### src/rtl/oled_command_decoder_assert.svh
// Assertion macros used by the decoder top level.
`ifndef OLED_COMMAND_DECODER_ASSERT_SVH
`define OLED_COMMAND_DECODER_ASSERT_SVH

// Same-cycle implication, checked out of reset.
`define OCD_ASSERT_IMP(label, clock, resetn, ante, cons) \
    label: assert property (@(posedge clock) disable iff (!(resetn)) (ante) |-> (cons)) \
        else $error("ocd assertion failed");

// Next-cycle implication, checked out of reset.
`define OCD_ASSERT_NXT(label, clock, resetn, ante, cons) \
    label: assert property (@(posedge clock) disable iff (!(resetn)) (ante) |=> (cons)) \
        else $error("ocd assertion failed");

`endif

### src/rtl/ocd_pkg.sv
package ocd_pkg;

    // no-command marker and the opcodes that open a command
    localparam logic [7:0] OP_NONE         = 8'h00;
    localparam logic [7:0] OP_CONTRAST     = 8'h81;
    localparam logic [7:0] OP_SCROLL_R     = 8'h26;
    localparam logic [7:0] OP_SCROLL_L     = 8'h27;
    localparam logic [7:0] OP_VSCROLL_R    = 8'h29;
    localparam logic [7:0] OP_VSCROLL_L    = 8'h2A;
    localparam logic [7:0] OP_VSCROLL_AREA = 8'hA3;
    localparam logic [7:0] OP_ADDR_MODE    = 8'h20;
    localparam logic [7:0] OP_COL_ADDR     = 8'h21;
    localparam logic [7:0] OP_PAGE_ADDR    = 8'h22;
    localparam logic [7:0] OP_MUX_RATIO    = 8'hA8;
    localparam logic [7:0] OP_DISP_OFFSET  = 8'hD3;
    localparam logic [7:0] OP_COM_PINS     = 8'hDA;
    localparam logic [7:0] OP_CLK_DIV      = 8'hD5;
    localparam logic [7:0] OP_PRECHARGE    = 8'hD9;
    localparam logic [7:0] OP_VCOMH        = 8'hDB;
    localparam logic [7:0] OP_CHARGE_PUMP  = 8'h8D;

    // dense register ids
    localparam logic [4:0] REG_CONTRAST     = 5'd0;
    localparam logic [4:0] REG_ENTIRE_ON    = 5'd1;
    localparam logic [4:0] REG_INVERSE      = 5'd2;
    localparam logic [4:0] REG_DISPLAY_ON   = 5'd3;
    localparam logic [4:0] REG_SCROLL_KIND  = 5'd4;
    localparam logic [4:0] REG_SCROLL_START = 5'd5;
    localparam logic [4:0] REG_SCROLL_INTVL = 5'd6;
    localparam logic [4:0] REG_SCROLL_END   = 5'd7;
    localparam logic [4:0] REG_VSCROLL_OFS  = 5'd8;
    localparam logic [4:0] REG_SCROLL_ACT   = 5'd9;
    localparam logic [4:0] REG_FIXED_ROWS   = 5'd10;
    localparam logic [4:0] REG_SCROLL_ROWS  = 5'd11;
    localparam logic [4:0] REG_COL_LO       = 5'd12;
    localparam logic [4:0] REG_COL_HI       = 5'd13;
    localparam logic [4:0] REG_ADDR_MODE    = 5'd14;
    localparam logic [4:0] REG_COL_START    = 5'd15;
    localparam logic [4:0] REG_COL_END      = 5'd16;
    localparam logic [4:0] REG_PAGE_START   = 5'd17;
    localparam logic [4:0] REG_PAGE_END     = 5'd18;
    localparam logic [4:0] REG_PAGE_MODE_PG = 5'd19;
    localparam logic [4:0] REG_START_LINE   = 5'd20;
    localparam logic [4:0] REG_SEG_REMAP    = 5'd21;
    localparam logic [4:0] REG_MUX_RATIO    = 5'd22;
    localparam logic [4:0] REG_COM_SCAN     = 5'd23;
    localparam logic [4:0] REG_DISP_OFFSET  = 5'd24;
    localparam logic [4:0] REG_COM_PINS     = 5'd25;
    localparam logic [4:0] REG_CLK_DIV      = 5'd26;
    localparam logic [4:0] REG_PRECHARGE    = 5'd27;
    localparam logic [4:0] REG_VCOMH        = 5'd28;
    localparam logic [4:0] REG_CHARGE_PUMP  = 5'd29;

    localparam logic [7:0] MUX_MIN = 8'd15;

    typedef struct packed {
        logic [7:0] opcode;
        logic [2:0] pos;
    } ocd_state_t;

    typedef struct packed {
        logic       emit;
        logic       is_data;
        logic [4:0] reg_id;
        logic [7:0] reg_value;
        logic       invalid;
    } ocd_result_t;

    function automatic logic [2:0] arg_count(input logic [7:0] op);
        logic [2:0] n;
        case (op)
            OP_SCROLL_R, OP_SCROLL_L:                  n = 3'd6;
            OP_VSCROLL_R, OP_VSCROLL_L:                n = 3'd5;
            OP_VSCROLL_AREA, OP_COL_ADDR, OP_PAGE_ADDR: n = 3'd2;
            OP_CONTRAST, OP_ADDR_MODE, OP_MUX_RATIO, OP_DISP_OFFSET, OP_COM_PINS,
            OP_CLK_DIV, OP_PRECHARGE, OP_VCOMH, OP_CHARGE_PUMP: n = 3'd1;
            default:                                   n = 3'd0;
        endcase
        return n;
    endfunction

    function automatic ocd_result_t mk_result(input logic [4:0] id, input logic [7:0] val,
                                              input logic bad);
        ocd_result_t r;
        r.emit      = 1'b1;
        r.is_data   = 1'b0;
        r.reg_id    = id;
        r.reg_value = val;
        r.invalid   = bad;
        return r;
    endfunction

endpackage

### src/rtl/ocd_decode.sv
module ocd_decode
    import ocd_pkg::*;
(
    input  ocd_state_t  state,
    input  logic        cmd,
    input  logic [7:0]  value,
    output ocd_result_t result,
    output ocd_state_t  state_next
);

    logic [2:0] cnt;
    logic [3:0] pos_inc;
    logic       vscroll;

    assign vscroll = (state.opcode == OP_VSCROLL_R) || (state.opcode == OP_VSCROLL_L);

    always_comb
    begin
        result     = '0;
        state_next = state;
        cnt        = arg_count(state.opcode);
        pos_inc    = {1'b0, state.pos} + 4'd1;
        if (!cmd)
        begin
            // data beat passes through, open command untouched
            result.emit      = 1'b1;
            result.is_data   = 1'b1;
            result.reg_value = value;
        end
        else if (state.opcode != OP_NONE)
        begin
            case (state.opcode)
                OP_CONTRAST: result = mk_result(REG_CONTRAST, value, 1'b0);
                OP_SCROLL_R, OP_SCROLL_L, OP_VSCROLL_R, OP_VSCROLL_L:
                begin
                    // position 0 and the tail are dummy bytes
                    if (state.pos == 3'd1)
                        result = mk_result(REG_SCROLL_START, {5'd0, value[2:0]}, 1'b0);
                    else if (state.pos == 3'd2)
                        result = mk_result(REG_SCROLL_INTVL, {5'd0, value[2:0]}, 1'b0);
                    else if (state.pos == 3'd3)
                        result = mk_result(REG_SCROLL_END, {5'd0, value[2:0]}, 1'b0);
                    else if (state.pos == 3'd4 && vscroll)
                        result = mk_result(REG_VSCROLL_OFS, {2'd0, value[5:0]}, 1'b0);
                end
                OP_VSCROLL_AREA:
                begin
                    if (state.pos == 3'd0)
                        result = mk_result(REG_FIXED_ROWS, {2'd0, value[5:0]}, 1'b0);
                    else
                        result = mk_result(REG_SCROLL_ROWS, {1'b0, value[6:0]}, 1'b0);
                end
                OP_ADDR_MODE:
                    result = mk_result(REG_ADDR_MODE, {6'd0, value[1:0]}, &value[1:0]);
                OP_COL_ADDR:
                    result = mk_result((state.pos == 3'd0) ? REG_COL_START : REG_COL_END,
                                       {1'b0, value[6:0]}, 1'b0);
                OP_PAGE_ADDR:
                    result = mk_result((state.pos == 3'd0) ? REG_PAGE_START : REG_PAGE_END,
                                       {5'd0, value[2:0]}, 1'b0);
                OP_MUX_RATIO:
                    result = mk_result(REG_MUX_RATIO, {2'd0, value[5:0]},
                                       {2'd0, value[5:0]} < MUX_MIN);
                OP_DISP_OFFSET:
                    result = mk_result(REG_DISP_OFFSET, {2'd0, value[5:0]}, 1'b0);
                OP_COM_PINS:
                    result = mk_result(REG_COM_PINS, {2'd0, value[5:4], 4'd0}, 1'b0);
                OP_CLK_DIV:
                    result = mk_result(REG_CLK_DIV, value, 1'b0);
                OP_PRECHARGE:
                    result = mk_result(REG_PRECHARGE, value,
                                       (value[3:0] == 4'd0) || (value[7:4] == 4'd0));
                OP_VCOMH:
                    result = mk_result(REG_VCOMH, {1'b0, value[6:4], 4'd0}, 1'b0);
                OP_CHARGE_PUMP:
                    result = mk_result(REG_CHARGE_PUMP, {5'd0, value[2], 2'd0}, 1'b0);
                default: result = '0;
            endcase
            if (pos_inc >= {1'b0, cnt})
                state_next = '0;
            else
                state_next.pos = pos_inc[2:0];
        end
        else
        begin
            case (value) inside
                [8'h00:8'h0F]: result = mk_result(REG_COL_LO, {4'd0, value[3:0]}, 1'b0);
                [8'h10:8'h1F]: result = mk_result(REG_COL_HI, {4'd0, value[3:0]}, 1'b0);
                [8'h40:8'h7F]: result = mk_result(REG_START_LINE, {2'd0, value[5:0]}, 1'b0);
                [8'hB0:8'hB7]: result = mk_result(REG_PAGE_MODE_PG, {5'd0, value[2:0]}, 1'b0);
                [8'hC0:8'hCF]: result = mk_result(REG_COM_SCAN, {7'd0, value[3]}, 1'b0);
                [8'hA4:8'hA5]: result = mk_result(REG_ENTIRE_ON, {7'd0, value[0]}, 1'b0);
                [8'hA6:8'hA7]: result = mk_result(REG_INVERSE, {7'd0, value[0]}, 1'b0);
                [8'hAE:8'hAF]: result = mk_result(REG_DISPLAY_ON, {7'd0, value[0]}, 1'b0);
                [8'hA0:8'hA1]: result = mk_result(REG_SEG_REMAP, {7'd0, value[0]}, 1'b0);
                [8'h2E:8'h2F]: result = mk_result(REG_SCROLL_ACT, {7'd0, value[0]}, 1'b0);
                OP_SCROLL_R:   result = mk_result(REG_SCROLL_KIND, 8'd0, 1'b0);
                OP_SCROLL_L:   result = mk_result(REG_SCROLL_KIND, 8'd1, 1'b0);
                OP_VSCROLL_R:  result = mk_result(REG_SCROLL_KIND, 8'd2, 1'b0);
                OP_VSCROLL_L:  result = mk_result(REG_SCROLL_KIND, 8'd3, 1'b0);
                default:       result = '0;
            endcase
            if (arg_count(value) != 3'd0)
            begin
                state_next.opcode = value;
                state_next.pos    = 3'd0;
            end
        end
    end

endmodule

### src/rtl/oled_command_decoder.sv
// Command decoder for a 128x64 monochrome panel controller.
// Input stream (s_*): one beat per byte sent after the link control byte;
// s_tuser is 1 for a command byte, 0 for a display data byte.
// Output stream (m_*): one beat per byte that writes a register or is
// display data. Argument bytes of open commands are tracked internally;
// dummy arguments and unknown opcodes are swallowed without a beat.
// Pipeline: a byte is registered at the input, decoded, and its result is
// registered at the output.
// Throughput: one byte per cycle while m_tready does not stall the output;
// the decode between the input and output registers is combinational.
// Stalls: while m_tready is low and a result waits, the decoded byte holds
// in the input register; s_tready drops only when both registers are full.
// Reset: asynchronous, active low; both stages empty and no command open.
`include "oled_command_decoder_assert.svh"

module oled_command_decoder
    import ocd_pkg::*;
(
    input  logic        clk,
    input  logic        rst_n,
    input  logic        s_tvalid,
    output logic        s_tready,
    input  logic [7:0]  s_tdata,    // [7:0] value
    input  logic        s_tuser,    // [0] cmd
    output logic        m_tvalid,
    input  logic        m_tready,
    output logic [15:0] m_tdata,    // [4:0] reg_id, [12:5] reg_value, [15:13] zero
    output logic [1:0]  m_tuser     // [0] is_data, [1] invalid
);

    logic        in_valid_reg;
    logic        in_cmd_reg;
    logic [7:0]  in_value_reg;
    logic        out_valid_reg;
    ocd_result_t out_res_reg;
    ocd_state_t  state_reg;
    ocd_state_t  state_next;
    ocd_result_t dec_res;
    logic        out_ready;
    logic        in_fire;

    assign out_ready = !out_valid_reg || m_tready;
    assign in_fire   = in_valid_reg && out_ready;
    assign s_tready  = !in_valid_reg || out_ready;

    ocd_decode u_decode (
        .state      (state_reg),
        .cmd        (in_cmd_reg),
        .value      (in_value_reg),
        .result     (dec_res),
        .state_next (state_next)
    );

    always_ff @(posedge clk or negedge rst_n)
    begin
        if (!rst_n)
        begin
            in_valid_reg  <= 1'b0;
            out_valid_reg <= 1'b0;
            state_reg     <= '0;
        end
        else
        begin
            if (s_tready)
                in_valid_reg <= s_tvalid;
            if (out_ready)
                out_valid_reg <= in_valid_reg && dec_res.emit;
            if (in_fire)
                state_reg <= state_next;
        end
    end

    always_ff @(posedge clk)
    begin
        if (s_tvalid && s_tready)
        begin
            in_cmd_reg   <= s_tuser;
            in_value_reg <= s_tdata;
        end
        if (in_fire && dec_res.emit)
            out_res_reg <= dec_res;
    end

    assign m_tvalid = out_valid_reg;
    assign m_tdata  = {3'd0, out_res_reg.reg_value, out_res_reg.reg_id};
    assign m_tuser  = {out_res_reg.invalid, out_res_reg.is_data};

    // data beats carry register id zero and are never flagged
    `OCD_ASSERT_IMP(a_data_clean, clk, rst_n, m_tvalid && m_tuser[0],
                    (m_tdata[4:0] == REG_CONTRAST) && !m_tuser[1])
    // only addressing mode, mux ratio and precharge can be invalid
    `OCD_ASSERT_IMP(a_invalid_ids, clk, rst_n, m_tvalid && m_tuser[1],
                    (m_tdata[4:0] == REG_ADDR_MODE) || (m_tdata[4:0] == REG_MUX_RATIO) ||
                    (m_tdata[4:0] == REG_PRECHARGE))
    // an argument position only exists while a command is open
    `OCD_ASSERT_IMP(a_pos_open, clk, rst_n, state_reg.pos != 3'd0,
                    state_reg.opcode != OP_NONE)
    // a byte held behind a stalled result is not overwritten
    `OCD_ASSERT_NXT(a_hold_input, clk, rst_n, in_valid_reg && !out_ready,
                    in_valid_reg && $stable(in_value_reg) && $stable(in_cmd_reg))

endmodule

### config.mk
export PLATFORM = sky130hd
export DESIGN_NAME = oled_command_decoder
export DESIGN_NICKNAME = d
export VERILOG_FILES = /design/src/rtl/ocd_pkg.sv /design/src/rtl/ocd_decode.sv /design/src/rtl/oled_command_decoder.sv
export VERILOG_INCLUDE_DIRS = /design/src /design/src/rtl
export SDC_FILE = /design/constraint.sdc
export NUM_CORES = 1
export LEC_CHECK = 0
export BUFFER_PORTS_ARGS = -buffer_cell sky130_fd_sc_hd__buf_2
export CAP_MARGIN = 10
export CORE_MARGIN = 3
export CORE_UTILIZATION = 59
export DETAILED_ROUTE_END_ITERATION = 16
export PLACE_DENSITY = 0.91
export RECOVER_POWER = 50
export SLEW_MARGIN = 20
export SYNTH_ARGS = -nofsm -noshare
export SYNTH_HDL_FRONTEND = slang
export SYNTH_SLANG_ARGS = --single-unit
export TNS_END_PERCENT = 20
### constraint.sdc
create_clock -name clk -period 3.54 [get_ports clk]
set_input_delay 0.354 -clock clk [delete_from_list [all_inputs] [get_ports clk]]
set_output_delay 0.354 -clock clk [all_outputs]
set_load 0.03 [all_outputs]
* Yosys cells after proc, flatten, opt, wreduce, memory -nomap -nowiden
Cells that the tools add are included.
Word-level totals: register bits 37, bits in latches 0, memory bits (writable) 0, ROM bits 0, input port bits 13, output and inout port bits 20, word-level logic and storage cells 142, memories 0
Operators by class: add/sub/neg operators 1, multipliers 0, divide/modulo/power cells 0, $lt $le $gt $ge 22, equality and inequality tests 37, shift operators 0, muxes and demuxes 33, bitwise operators 0, reduce and logical (&&, ||, !) cells 39
Operators by type and width (count):
- $mux 16 | 19
- $pmux 16 s13 | 1
- $eq 8x8->1 const B | 18
- $eq 8x6->1 const B | 14
- $ge 8x8->1 const B | 6
- $le 8x8->1 const B | 6
- $pmux 3 s4 | 2
- $mux 11 | 2
- $reduce_or 9->1 | 2
- $mux 8 | 2
- $logic_and 1x1->1 | 15
- $mux 10 | 1
- $mux 3 | 3
- $ge 8x1->1 const B | 1
- $ge 8x5->1 const B | 1
- $ge 8x6->1 const B | 1
- $ge 8x7->1 const B | 1
- $le 8x4->1 const B | 1
- $le 8x5->1 const B | 1
- $le 8x6->1 const B | 1
- $le 8x7->1 const B | 1
- $logic_not 4->1 | 2
- $reduce_bool 8->1 | 1
- $reduce_or 2->1 | 4
- other kinds (19) | 26

* Longest topological paths before layout
depth after elaboration 18, gate-level depth with buffers 14, gate-level depth less buffers 12

* Hierarchy
A second synthesis with hierarchy kept.
Unflattened totals: cell total of the unflattened synthesis 321, area, all modules 3015.4 um2
By module, submodules not included:
- ocd_decode | times used 1, cells an instance 259, area an instance 1700.4 um2, sequential area each 0.0 um2
- oled_command_decoder | times used 1, cells an instance 62, area an instance 1315.0 um2, sequential area each 1046.0 um2

* Least setup slack after synthesis
Ideal clock, no wire load.
kind register to register, from reg state_reg[6] (netlist bit), to reg state_reg[4] (netlist bit), setup time 0.066 ns, arrival 2.506 ns, data required time 3.474 ns, path slack 0.968 ns, cell stages (with the launch flop) 14, path buffers 2, period minus slack after synthesis 2.572 ns, cell sequence dfrtp_1 -> buf_2 -> or4bb_1 -> o31ai_1 -> a21o_1 -> nand2b_1 -> o21bai_1 -> ha_1 -> nand2b_1 -> a21oi_1 -> o211ai_1 -> nand2b_1 -> clkbuf_1 -> a22o_1
On the way: longest elaborated chain between the ends 6, elaborated cells on any way between the ends 27, those cells by class order compare (1); eq/ne (17); mux (2); reduce/logical (7)
Ends and longest elaborated chain:
- start, declared | line oled_command_decoder.sv:36 | ocd_state_t state_reg;
- start signal, assigned | line oled_command_decoder.sv:69 | state_reg <= state_next;
- $eq 8x8->1 / $eq 8x6->1 (equally long branches) | line ocd_pkg.sv:71 | case (op)
- $reduce_or 9->1, or another cell as far along | line ocd_pkg.sv:71
- $pmux 3 s4 | line ocd_pkg.sv:71
- $ge 4x3->1 | line ocd_decode.sv:79 | if (pos_inc >= {1'b0, cnt})
- $ne 2x2->1 (no line)
- $reduce_and 4->1 (no line)
Several ways; a longest one is shown, not always the timed one. A chain may end at the register's enable or synchronous reset.

* Final worst setup path
from reg state_reg[4] (netlist bit), to reg state_reg[5] (netlist bit)
Same word-level chain as after synthesis.

==> out/qor.json <==
{
  "critical_path": {
    "reg2reg_setup_slack_ns": 0.48,
    "endpoint_kind": "flip-flop",
    "reg2reg_to": "state_reg[5]",
    "crit_type": "reg2reg",
    "r2r_cells": 11,
    "path_max_fanout": 19,
    "crit_path_slowest_cell": "dfrtp_1",
    "max_stage_delay_ns": 0.80,
    "startpoint_type": "flip-flop",
    "worstPathArrival_ns": 3.24,
    "worstPathRequired_ns": 3.72,
    "critical_path.reg2reg.startpoint": "state_reg[4]",
    "cell_by_cell_listing_of_the_critical_path": "nor2b_4, and4_1, a21o_1, nand2b_1, o21bai_1, ha_1, nand2b_1, a21oi_1, o211ai_1, nand2b_1, a22o_1",
    "critical_path_most_common_cell": "nand2b_1"
  },
  "grt": {
    "number_of_global_route_vias_before_repair": 2423,
    "globalRouteOverflowTotal": 0,
    "antenna_found_initial": 0,
    "grt_max_degree": 25,
    "grt_first_pass_wirelength_um": 11500,
    "groute.usage.overall": 0.267
  },
  "sta": {
    "fmax_ghz": 0.327,
    "timing.final.max_slew_violations": 0,
    "finalHoldViolCount": 0,
    "grt_setup_unrepaired": "false",
    "post_route_fraction_of_the_period_consumed_by_the_critical_path": 0.863,
    "min_tclk_post_route_ns": 3.06,
    "final-setup-viol-count": 0,
    "finalClockSkew_ns": 0.0135,
    "setup_total_neg_slack_ns": 0,
    "worstMarginPinSlew_ns": 0.744,
    "slew_headroom": 0.504
  },
  "job": {
    "maxCapViolations": 0
  },
  "yosys": {
    "synth-edff-count": 24,
    "ys_ff_latch": 37,
    "synth_compound_gate_area_share": 0.242,
    "largest_family_of_logic_cells_by_synthesized_area": "simple AND/OR/NAND/NOR gates",
    "synth-adder-area-share": 0.0348,
    "synthXorXnorAreaFrac": 0.0122,
    "post_synth.cell_area_avg_um2": 8.75,
    "synth_warnings": 0,
    "basic_gate_share_of_the_synthesized_area_counting_and_or_nand_and_nor_cells": 0.263,
    "seq_area_frac_synth": 0.363,
    "synth.area.mux_share": 0.00739,
    "netlist_area_um2": 2880,
    "asyncSetResetFlopFracSynth": 0.351,
    "synth-main-ff-cell": "edfxtp_1",
    "post_synth_num_cell_types": 68,
    "synthesis.instances": 329
  },
  "floorplan": {
    "chipWidth_um": 75.8,
    "die_height_um": 75.8,
    "pin_count": 33,
    "placeableCoreArea_um2": 4530,
    "rows": 24,
    "floorplan.initialDensity": 0.635,
    "die_area_um2": 5750
  },
  "pwr": {
    "irDropWorstVdd_uv": 402,
    "sequentialPowerShare": 0.415,
    "p_switching_uw": 563,
    "cellPowerDensity_nw_per_um2": 480,
    "power.switching_fraction": 0.383,
    "p_leak_uw": 0.00115,
    "power.internal_uw": 906,
    "p_total_uw": 1470,
    "share_clk_of_total_power": 0.250,
    "p_comb_frac": 0.335
  },
  "cells_and_area": {
    "final_cell_mix": "33 x nand2_1, 26 x nor2_1, 24 x edfxtp_1",
    "diodes": 0,
    "p_r_area_growth_vs_syn_pct": 6.39,
    "layout.nets": 364,
    "layout-drive-gt1-share": 0.102,
    "n_fill_cell": 350,
    "leading_cell_type_in_the_layout_fill_and_taps_excluded": "nand2_1",
    "largest_register_ffs": 13
  },
  "placed_design": {
    "gp_congestion": 0.983,
    "portBuffers": 29,
    "detailed_place_hpwl_um": 5270
  },
  "clock_tree": {
    "cts-root-to-sink-buffers": 2,
    "htree_num_levels": 2,
    "cts_root_buffer": "clkbuf_8",
    "worst_skew_pair.late_latency_ns": 0.30,
    "clock-sinks": 37,
    "clk_pin_slew_worst_paths_ns": 0.08,
    "cts_made_buffers": 5,
    "tritoncts": "yes"
  },
  "run_status": {
    "outcome": "finished, final reports clean"
  },
  "hold_path": {
    "hold-path-endpoint": "in_value_reg[5]",
    "worstHoldPathCells": 1,
    "timing.hold.worst.start": "s_tdata[5]",
    "min_path_type": "in2reg"
  },
  "route": {
    "route.antenna.remaining_nets": 0,
    "route.vias.total": 2721,
    "routed_wl_um": 7320,
    "wl_per_cell_um": 17.9,
    "route.detailed.drc": 0,
    "via_per_inst": 6.65,
    "drt-pass1-iter-count": 6,
    "drtIter0Drc": 583
  }
}
==> how the worst max path moves through the flow <==
stage	startpoint	end	depth (start not counted)
2_1_floorplan	state_reg[6]	state_reg[4]	13
4_1_cts	state_reg[4]	state_reg[5]	11
3_5_place_dp	state_reg[4]	state_reg[5]	11
3_3_place_gp	state_reg[4]	state_reg[3]	11
5_1_grt	state_reg[5]	state_reg[4]	11
6_report	state_reg[4]	state_reg[5]	11
==> cells in the mapped netlist, drive strengths merged, types with 2 or more instances <==
library cell  instances  area share
o31ai                 9       0.028
xor2                  2      0.0061
nand2                34       0.045
o22ai                 5       0.011
a21oi                18       0.031
a32oi                 2      0.0061
a211oi                2      0.0052
a21o                  3      0.0078
or3                   3      0.0083
or2                   5       0.011
inv                  14       0.018
o21a                  2      0.0052
o21ai                21       0.037
nor4                  6       0.015
a31oi                 7       0.015
and4b                 2      0.0070
a22o                  9       0.027
nor3b                 3      0.0078
dfrtp                13        0.11
nor3                  6       0.014
clkbuf                7       0.010
ha                    8       0.035
o2bb2ai               3      0.0091
nand3                12       0.021
nor2                 26       0.034
buf                  20       0.047
nor4b                 2      0.0061
o211ai                3      0.0078
o31a                  4       0.012
and2                  7       0.015
xnor2                 2      0.0061
nor2b                12       0.031
nand2b               11       0.024
edfxtp               24        0.25
==> cell type report <==
type	count	area, um^2	share of cell area
Timing Repair Buffer	32	149	0.0486
Clock inverter	2	38.8	0.0127
Multi-Input combinational cell	253	1620	0.530
Clock buffer	6	72.6	0.0237
Inverter	14	52.6	0.0172
Sequential cell	37	1050	0.342
Tap cell	65	81.3	0.0266
==> logic make-up (layout without fill, tap and decap cells) <==
family / count (synthesis) / in the layout
other: 1 / 3
AO/OA/AOI/OAI: 100 / 100
multiplexers: 2 / 2
adder cells (fa/ha/maj): 8 / 8
flip-flops: 37 / 37
XOR/XNOR: 4 / 4
buffers and inverters: 41 / 54
AND/OR/NAND/NOR: 136 / 136
==> per-layer routing <==
metal / part of all wire / GRT usage / vias up
li1: - / - / 1230
met1: 0.40 / 0.354 / 1252
met2: 0.45 / 0.412 / 190
met3: 0.10 / 0.0515 / 49
met4: 0.048 / 0.138 / 0
met5: 0 / 0 / -
==> what timing repair did <==
action | in CTS | in global routing
hold buffers | 1 | 0
resized for setup | 0 | 0
endpoints found under the hold margin | 13 | 0
setup buffers | 0 | 0
==> power groups by stage <==
stage               Clock, uW  Combinational (uW)  Sequential (uW)
global route              381                 543              620
floorplan                   0                 349              629
finish                    368                 492              610
detailed placement          0                 488              615
global placement            0                 479              612
CTS                       367                 493              606
==> critical path, delay by kind of cell (launching register included) <==
kind / cells / cell delay [ns]
AO/OA/AOI/OAI: 5 / 0.92
flip-flops: 1 / 0.80
adder cells (fa/ha/maj): 1 / 0.31
AND/OR/NAND/NOR: 5 / 0.91
==> per-stage QoR <==
step                      setup slack, ns   util  cells  hold WS (ns)  instance area, um^2
after global routing                0.338  0.675    409         0.220                 3060
after detailed placement            0.587  0.653    400         0.248                 2960
after CTS                           0.570  0.680    409         0.225                 3080
after floorplan                     0.968      -    331        0.0584                 2890
final                               0.484  0.675    409         0.227                 3060
after global placement              0.721  0.653    400         0.247                 2960
No activity file was read; power rests on OpenSTA's default activity.
